===== config.mk =====
export PLATFORM = sky130hd
export DESIGN_NAME = three_way_quicksort_engine
export DESIGN_NICKNAME = d
export VERILOG_FILES = /design/src/design/tws_pkg.sv /design/src/design/tws_key_mem.sv /design/src/design/tws_range_stack.sv /design/src/design/three_way_quicksort_engine.sv
export SDC_FILE = /design/constraint.sdc
export NUM_CORES = 2
export LEC_CHECK = 0
export BUFFER_PORTS_ARGS = -buffer_cell sky130_fd_sc_hd__clkbuf_2
export CORE_MARGIN = 5
export CORE_UTILIZATION = 35
export DETAILED_ROUTE_END_ITERATION = 16
export REMOVE_ABC_BUFFERS = 1
export SLEW_MARGIN = 20
export SYNTH_ARGS = -nofsm -noshare
export SYNTH_HDL_FRONTEND = slang
export SYNTH_MEMORY_MAX_BITS = 65536
export SYNTH_SLANG_ARGS = --single-unit

===== constraint.sdc =====
create_clock -name i_clk -period 6.22 [get_ports i_clk]
set_clock_uncertainty 0.15 [all_clocks]
set_input_delay 1.244 -clock i_clk [delete_from_list [all_inputs] [get_ports i_clk]]
set_output_delay 1.244 -clock i_clk [all_outputs]
set_load 0.03 [all_outputs]

===== src/design/tws_pkg.sv =====
`timescale 1ns / 1ps

package tws_pkg;

    // Width of the key field on both stream channels
    localparam int DATA_W = 64;

    typedef enum logic [3:0] {
        ST_LOAD,
        ST_PIV_RD,
        ST_PIV,
        ST_TEST,
        ST_CMP,
        ST_SW_A,
        ST_SW_B,
        ST_SPLIT,
        ST_POP,
        ST_EM_RD,
        ST_EM_WAIT
    } t_state;

endpackage


===== src/design/tws_key_mem.sv =====
`timescale 1ns / 1ps

module tws_key_mem #(
    parameter int DEPTH = 64,
    parameter int AW    = 6,
    parameter int KW    = 64
) (
    input  logic          i_clk,
    input  logic          i_wr_en,
    input  logic [AW-1:0] i_wr_addr,
    input  logic [KW-1:0] i_wr_data,
    input  logic [AW-1:0] i_rd_addr,
    output logic [KW-1:0] o_rd_data
);

    logic [KW-1:0] r_mem [DEPTH];
    logic [KW-1:0] r_rd_data;

    always_ff @(posedge i_clk) begin
        if (i_wr_en) begin
            r_mem[i_wr_addr] <= i_wr_data;
        end
        r_rd_data <= r_mem[i_rd_addr];
    end

    assign o_rd_data = r_rd_data;

endmodule


===== src/design/tws_range_stack.sv =====
`timescale 1ns / 1ps

module tws_range_stack #(
    parameter int CW = 7,
    parameter int SD = 6
) (
    input  logic          i_clk,
    input  logic          i_rst_n,
    input  logic          i_push,
    input  logic          i_pop,
    input  logic [CW-1:0] i_lo,
    input  logic [CW-1:0] i_hi,
    output logic [CW-1:0] o_lo,
    output logic [CW-1:0] o_hi,
    output logic          o_empty
);

    localparam int SPW = $clog2(SD + 1);
    localparam int IW  = (SD > 1) ? $clog2(SD) : 1;

    logic [CW-1:0]  r_lo [SD];
    logic [CW-1:0]  r_hi [SD];
    logic [SPW-1:0] r_sp;
    logic [SPW-1:0] top;

    assign top = r_sp - SPW'(1);

    always_ff @(posedge i_clk) begin
        if (!i_rst_n) begin
            r_sp <= '0;
        end else if (i_push && (r_sp < SPW'(SD))) begin
            r_sp <= r_sp + SPW'(1);
        end else if (i_pop && (r_sp != '0)) begin
            r_sp <= r_sp - SPW'(1);
        end
    end

    always_ff @(posedge i_clk) begin
        if (i_push && (r_sp < SPW'(SD))) begin
            r_lo[r_sp[IW-1:0]] <= i_lo;
            r_hi[r_sp[IW-1:0]] <= i_hi;
        end
    end

    assign o_lo    = r_lo[top[IW-1:0]];
    assign o_hi    = r_hi[top[IW-1:0]];
    assign o_empty = (r_sp == '0);

endmodule


===== src/design/three_way_quicksort_engine.sv =====
`timescale 1ns / 1ps
// Three-way quicksort engine.
// Input stream: one key per item on s_tdata, s_tlast ends the set. The set
// also ends on the item that fills the store (MAX_ITEMS keys). Keys are cut
// to KEY_BITS and compared unsigned.
// Output stream: the keys of the set in ascending order, m_tlast on the last.
// Loading takes one key per cycle; s_tready is high only while loading.
// After the final key the block sorts in place with one key memory (one
// read, one write port) and one pair of key comparators under a sequencer:
// each range reads its middle key as pivot, then compares each element;
// one equal to the pivot stays, one that moves is swapped in two writes.
// The range then splits, pushing the larger part on the stack. Once sorted,
// the keys drain in order, each read from the memory and then emitted.
// A stalled receiver holds the output register; the drain waits with it.
// The last result may still wait while the next set loads.
// Reset (synchronous, active low) empties the store, clears the stack and
// drops m_tvalid; store contents are left as they are.
module three_way_quicksort_engine #(
    parameter int MAX_ITEMS = 64,
    parameter int KEY_BITS  = 64
) (
    input  logic                        i_clk,
    input  logic                        i_rst_n,
    input  logic                        i_s_tvalid,
    output logic                        o_s_tready,
    input  logic [tws_pkg::DATA_W-1:0]  i_s_tdata,  // [63:0] key
    input  logic                        i_s_tlast,  // last
    output logic                        o_m_tvalid,
    input  logic                        i_m_tready,
    output logic [tws_pkg::DATA_W-1:0]  o_m_tdata,  // [63:0] key_res
    output logic                        o_m_tlast   // last_res
);

    import tws_pkg::*;

    localparam int AW = (MAX_ITEMS > 1) ? $clog2(MAX_ITEMS) : 1;
    localparam int CW = $clog2(MAX_ITEMS + 1);
    localparam int SD = $clog2(MAX_ITEMS);

    t_state        r_state, n_state;
    logic [CW-1:0] r_count, n_count;
    logic [CW-1:0] r_lo, n_lo, r_hi, n_hi;
    logic [CW-1:0] r_le, n_le, r_sc, n_sc, r_gs, n_gs;
    logic [CW-1:0] r_ia, n_ia, r_ib, n_ib;
    logic [CW-1:0] r_idx, n_idx;
    logic [KEY_BITS-1:0] r_key, n_key, r_pivot, n_pivot;
    logic          r_out_valid, n_out_valid;
    logic [KEY_BITS-1:0] r_out_key, n_out_key;
    logic          r_out_last, n_out_last;

    logic                wr_en;
    logic [AW-1:0]       wr_addr, rd_addr;
    logic [KEY_BITS-1:0] wr_data, rd_data;
    logic                stk_push, stk_pop, stk_empty;
    logic [CW-1:0]       stk_lo_in, stk_hi_in, stk_lo, stk_hi;

    logic          key_gt, key_lt;
    logic [CW-1:0] load_n, mid, lsz, rsz;
    logic          out_free;

    tws_key_mem #(.DEPTH(MAX_ITEMS), .AW(AW), .KW(KEY_BITS)) u_mem (
        .i_clk     (i_clk),
        .i_wr_en   (wr_en),
        .i_wr_addr (wr_addr),
        .i_wr_data (wr_data),
        .i_rd_addr (rd_addr),
        .o_rd_data (rd_data)
    );

    tws_range_stack #(.CW(CW), .SD(SD)) u_stack (
        .i_clk   (i_clk),
        .i_rst_n (i_rst_n),
        .i_push  (stk_push),
        .i_pop   (stk_pop),
        .i_lo    (stk_lo_in),
        .i_hi    (stk_hi_in),
        .o_lo    (stk_lo),
        .o_hi    (stk_hi),
        .o_empty (stk_empty)
    );

    // comparator pair: memory read data against the pivot, greater and less
    assign key_gt = (rd_data > r_pivot);
    assign key_lt = (rd_data < r_pivot);

    assign load_n   = r_count + CW'(1);
    assign mid      = r_lo + ((r_hi - r_lo) >> 1);
    assign lsz      = r_le - r_lo;
    assign rsz      = r_hi - r_gs;
    assign out_free = !r_out_valid || i_m_tready;

    always_ff @(posedge i_clk) begin
        if (!i_rst_n) begin
            r_state     <= ST_LOAD;
            r_count     <= '0;
            r_out_valid <= 1'b0;
        end else begin
            r_state     <= n_state;
            r_count     <= n_count;
            r_out_valid <= n_out_valid;
        end
    end

    always_ff @(posedge i_clk) begin
        r_lo       <= n_lo;
        r_hi       <= n_hi;
        r_le       <= n_le;
        r_sc       <= n_sc;
        r_gs       <= n_gs;
        r_ia       <= n_ia;
        r_ib       <= n_ib;
        r_idx      <= n_idx;
        r_key      <= n_key;
        r_pivot    <= n_pivot;
        r_out_key  <= n_out_key;
        r_out_last <= n_out_last;
    end

    always_comb begin
        n_state     = r_state;
        n_count     = r_count;
        n_lo        = r_lo;
        n_hi        = r_hi;
        n_le        = r_le;
        n_sc        = r_sc;
        n_gs        = r_gs;
        n_ia        = r_ia;
        n_ib        = r_ib;
        n_idx       = r_idx;
        n_key       = r_key;
        n_pivot     = r_pivot;
        n_out_valid = r_out_valid;
        n_out_key   = r_out_key;
        n_out_last  = r_out_last;
        wr_en       = 1'b0;
        wr_addr     = r_count[AW-1:0];
        wr_data     = i_s_tdata[KEY_BITS-1:0];
        rd_addr     = r_sc[AW-1:0];
        stk_push    = 1'b0;
        stk_pop     = 1'b0;
        stk_lo_in   = r_lo;
        stk_hi_in   = r_le;

        if (r_out_valid && i_m_tready) begin
            n_out_valid = 1'b0;
        end

        case (r_state)
            ST_LOAD: begin
                if (i_s_tvalid) begin
                    wr_en   = 1'b1;
                    n_count = load_n;
                    if (i_s_tlast || (load_n == CW'(MAX_ITEMS))) begin
                        n_lo  = '0;
                        n_hi  = load_n;
                        n_idx = '0;
                        n_state = (load_n > CW'(1)) ? ST_PIV_RD : ST_EM_RD;
                    end
                end
            end
            ST_PIV_RD: begin
                rd_addr = mid[AW-1:0];
                n_state = ST_PIV;
            end
            ST_PIV: begin
                n_pivot = rd_data;
                n_le    = r_lo;
                n_sc    = r_lo;
                n_gs    = r_hi;
                n_state = ST_TEST;
            end
            ST_TEST: begin
                rd_addr = r_sc[AW-1:0];
                n_state = (r_sc < r_gs) ? ST_CMP : ST_SPLIT;
            end
            ST_CMP: begin
                n_key = rd_data;
                n_ia  = r_sc;
                if (key_gt) begin
                    // swap with the element just below the greater part
                    n_gs    = r_gs - CW'(1);
                    n_ib    = r_gs - CW'(1);
                    rd_addr = n_ib[AW-1:0];
                    n_state = ST_SW_A;
                end else if (key_lt) begin
                    n_ib    = r_le;
                    rd_addr = r_le[AW-1:0];
                    n_le    = r_le + CW'(1);
                    n_sc    = r_sc + CW'(1);
                    n_state = ST_SW_A;
                end else begin
                    n_sc    = r_sc + CW'(1);
                    n_state = ST_TEST;
                end
            end
            ST_SW_A: begin
                wr_en   = 1'b1;
                wr_addr = r_ia[AW-1:0];
                wr_data = rd_data;
                n_state = ST_SW_B;
            end
            ST_SW_B: begin
                wr_en   = 1'b1;
                wr_addr = r_ib[AW-1:0];
                wr_data = r_key;
                n_state = ST_TEST;
            end
            ST_SPLIT: begin
                // push the larger part, keep working on the smaller one
                if (lsz >= rsz) begin
                    stk_push  = (lsz > CW'(1));
                    stk_lo_in = r_lo;
                    stk_hi_in = r_le;
                    n_lo      = r_gs;
                    if (rsz > CW'(1)) begin
                        n_state = ST_PIV_RD;
                    end else begin
                        n_state = (stk_empty && !stk_push) ? ST_EM_RD : ST_POP;
                    end
                end else begin
                    stk_push  = (rsz > CW'(1));
                    stk_lo_in = r_gs;
                    stk_hi_in = r_hi;
                    n_hi      = r_le;
                    if (lsz > CW'(1)) begin
                        n_state = ST_PIV_RD;
                    end else begin
                        n_state = (stk_empty && !stk_push) ? ST_EM_RD : ST_POP;
                    end
                end
                n_idx = '0;
            end
            ST_POP: begin
                stk_pop = 1'b1;
                n_lo    = stk_lo;
                n_hi    = stk_hi;
                n_state = ST_PIV_RD;
            end
            ST_EM_RD: begin
                rd_addr = r_idx[AW-1:0];
                n_state = ST_EM_WAIT;
            end
            ST_EM_WAIT: begin
                rd_addr = r_idx[AW-1:0];
                if (out_free) begin
                    n_out_valid = 1'b1;
                    n_out_key   = rd_data;
                    n_out_last  = (load_n == CW'(0)) ? 1'b0 : (r_idx == r_count - CW'(1));
                    n_idx       = r_idx + CW'(1);
                    if (r_idx == r_count - CW'(1)) begin
                        n_count = '0;
                        n_state = ST_LOAD;
                    end else begin
                        n_state = ST_EM_RD;
                    end
                end
            end
            default: begin
                n_state = ST_LOAD;
            end
        endcase
    end

    assign o_s_tready = (r_state == ST_LOAD);
    assign o_m_tvalid = r_out_valid;
    assign o_m_tdata  = DATA_W'(r_out_key);
    assign o_m_tlast  = r_out_last;

endmodule


==> flow_metrics.env <==
export IMPL_status="finished, final reports clean"
export IMPL_crit_path_start_kind="register"
export IMPL_port_buffers=135
export IMPL_routed_via_density=5.77
export IMPL_wl_per_cell_um=32.7
export IMPL_numClockSinks=4506
export IMPL_hold_class="reg2reg"
export IMPL_yosysTopAreaCell="edfxtp_1"
export IMPL_cpPeakStageDelay_ns=0.86
export IMPL_crit_type="reg2reg"
export IMPL_synth_area_leaders="edfxtp_1 75%, mux4_2 6.2%, mux2i_1 3.2%"
export IMPL_synth_top_cells_by_count="4427 x edfxtp_1, 1337 x nand2_1, 572 x mux2i_1, 507 x nand3_1, 484 x mux4_2"
export IMPL_htree_levels=5
export IMPL_drt_first_pass_iters=6
export IMPL_rsz0062_at_grt="no"
export IMPL_num_fill_cells=44756
export IMPL_setup_tns_ns=0
export IMPL_initial_core_util_pct=35.2
export IMPL_pre_cts_ws_ns=0.511
export IMPL_vias=102999
export IMPL_p_leak_uw=0.0674
export IMPL_multi_input_area_um2=39200
export IMPL_yosysMostFrequentCell="edfxtp_1"
export IMPL_postPlaceCellArea_um2=190000
export IMPL_yosysTopAreaCellShare_pct=75.4
export IMPL_yosysSeqAreaShare_pct=76.3
export IMPL_io_pins=136
export IMPL_grt_start_max_net_pins=97
export IMPL_slowest_stage="o211ai_1"
export IMPL_cp_data_arrival_time_ns=6.70
export IMPL_cts_reportedPaths_clkPinSlew_ns=0.06
export IMPL_rows=260
export IMPL_insertion_delay_ns=1.00
export IMPL_cts_repair_resized=0
export IMPL_hpwl_um=321000
export IMPL_relSlewSlack_pct=21.8
export IMPL_path_max_fanout=15
export IMPL_cts_tree="built"
export IMPL_yosys_warnings=0
export IMPL_fin_nets=10971
export IMPL_cp_required_ns=6.97
export IMPL_antenna_found_initial=20
export IMPL_grt_usage_pct=21.7
export IMPL_crit_chain="ha_1 > nand4_1 > nor4_1 > nand4_1 > buf_12 > nand2_1 > o211ai_1 > o211ai_1 > buf_4 > nor2_4 > buf_4 > nand2_1 > o22ai_1 > nor3_1 > and3_1"
export IMPL_synthFlopType="edfxtp_1"
export IMPL_drive_above_1_share_pct=17.7
export IMPL_drtIter0Drc=15929
export IMPL_regArea_um2=135000
export IMPL_async_flop_share_pct=0
export IMPL_die_h_um=720
export IMPL_worst_slew_pin_slew_ns=1.17
export IMPL_p_per_area_nw_per_um2=558
export IMPL_post_route_period_util_pct=95.6
export IMPL_setup_viol_count_final=0
export IMPL_cts_max_path_buffers=4
export IMPL_timing_fmax_mhz=168
export IMPL_grt_overflow_total=0
export IMPL_core_um2=502000
export IMPL_setup_ws_ns=0.273
export IMPL_gp_congestion=0.877
export IMPL_postCtsSetupBuffers=0
export IMPL_holdBufCountCts=0
export IMPL_syn2layout_area_growth_pct=15.9
export IMPL_cts_made_buffers=449
export IMPL_avgSynthCellArea_um2=17.2
export IMPL_die_x_um=720
export IMPL_final_hold_viol_count=0
export IMPL_grt_pass1_wl_um=798000
export IMPL_worst_ir_drop_vdd_mv=0.782
export IMPL_wl_um=584000
export IMPL_fp_dieArea_um2=518000
export IMPL_clockRootBuffer="clkbuf_16"
export IMPL_grt_pass1_vias=97466
export IMPL_cp_end_kind="register"
export IMPL_netlist_area_um2=176000
export IMPL_finalInstanceArea_um2=204000
export IMPL_finalCriticalPeriod_ns=5.95
export IMPL_synth_enable_flop_cells=4427
export IMPL_ys_ff_latch=4506
export IMPL_slew_violations=0
export IMPL_drc=0
export IMPL_cap_violations=0
export IMPL_final_antenna_net_count=0
export IMPL_syn_inst=10230
export IMPL_ys_types=73
[report_power, final]
part / internal, uW / total (uW) / switching (uW)
registers: 35000 / 36000 / 942
clock network: 15600 / 27400 / 11800
logic: 18500 / 50700 / 32200
[sequential cells by signal, summed over array words and instances, names as in the netlist, 42 cells and up]
name             flops
o_m_tdata           64
r_key               64
r_pivot             64
u_mem.o_rd_data     64
u_mem.r_mem       4096
u_stack.r_hi        42
u_stack.r_lo        42
[cell families (layout without fill, tap and decap cells)]
| family | Yosys count | after routing | share of synthesized area, % |
|---|---|---|---|
| XOR/XNOR | 59 | 59 | 0.302 |
| AO/OA/AOI/OAI | 1453 | 1453 | 5.47 |
| multiplexers | 1071 | 1071 | 9.52 |
| other | 0 | 13 | 0 |
| adder cells (fa/ha/maj) | 113 | 113 | 0.819 |
| buffers and inverters | 704 | 1646 | 1.90 |
| AND/OR/NAND/NOR | 2324 | 2324 | 5.69 |
| flip-flops | 4506 | 4506 | 76.3 |
[cell type report]
cell class                 instances  area share [%]
antenna                           13          0.0159
timing repair buffer             697            3.43
tap                             6681            4.09
inverter                         115           0.215
multi-input combinational       5020            19.2
clock buffer                     567            5.84
clock inverter                   267            1.41
sequential                      4506            65.8
[placed cells by master, fill, tap and decap left out, drive strengths merged, types with 19 or more instances in the layout]
cell type / instances
edfxtp: 4427
nand2: 1337
clkbuf: 702
mux2i: 572
buf: 562
nand3: 507
mux4: 484
a21oi: 483
a22oi: 381
nor2: 245
clkinv: 184
inv: 132
ha: 109
o21ai: 101
o22ai: 87
a211oi: 83
dfxtp: 79
nand4: 69
bufinv: 49
a221oi: 45
xnor2: 39
nor3: 38
a22o: 33
a32oi: 33
and3: 32
o211ai: 32
a21o: 30
a31oi: 28
and4: 27
and2: 20
xor2: 19
[metrics by stage]
stage | util, % | std cells | power, uW | hold WS [ns]
detailed placement | 37.8 | 17018 | 86800 | 0.421
global route | 40.7 | 17855 | 118000 | 0.423
finish | 40.8 | 17866 | 114000 | 0.431
floorplan | - | 9641 | 54500 | 0.293
CTS | 40.7 | 17852 | 114000 | 0.370
global placement | 37.8 | 17017 | 86700 | 0.412
[worst max-delay path, delay by kind of cell, from the launching register on]
family                     cells  cell delay (ns)
DFF                            1             0.74
AOI/OAI and AO/OA              3             1.37
buffers and inverters          3             0.79
adders and majority gates      1             0.27
and+or+nand+nor                8             2.47
[path summary, 6_finish.rpt]
check | from | depth (start not counted) | endpoint | slack (ns)
max | u_mem.o_rd_data[43]$_DFF_P_ | 15 | u_mem.o_rd_data[24]$_DFF_P_ | 0.27
min | r_count[6]$_SDFFE_PN0P_ | 2 | r_count[6]$_SDFFE_PN0P_ | 0.43
max reg2reg | u_mem.o_rd_data[43]$_DFF_P_ | 15 | u_mem.o_rd_data[24]$_DFF_P_ | 0.27
min reg2reg | r_count[6]$_SDFFE_PN0P_ | 2 | r_count[6]$_SDFFE_PN0P_ | 0.43
[metal layers]
layer  share of wire, %  vias up  GRT usage [%]  wire, um
met1                 39    53882           29.9    227000
met5             0.0098        -              0        57
li1                   -    41679              -         -
met4                3.8        8           7.38     22000
met2                 46     6391           34.2    269000
met3                 11     1039           4.76     65900
Power figures use the tool's default switching activity.
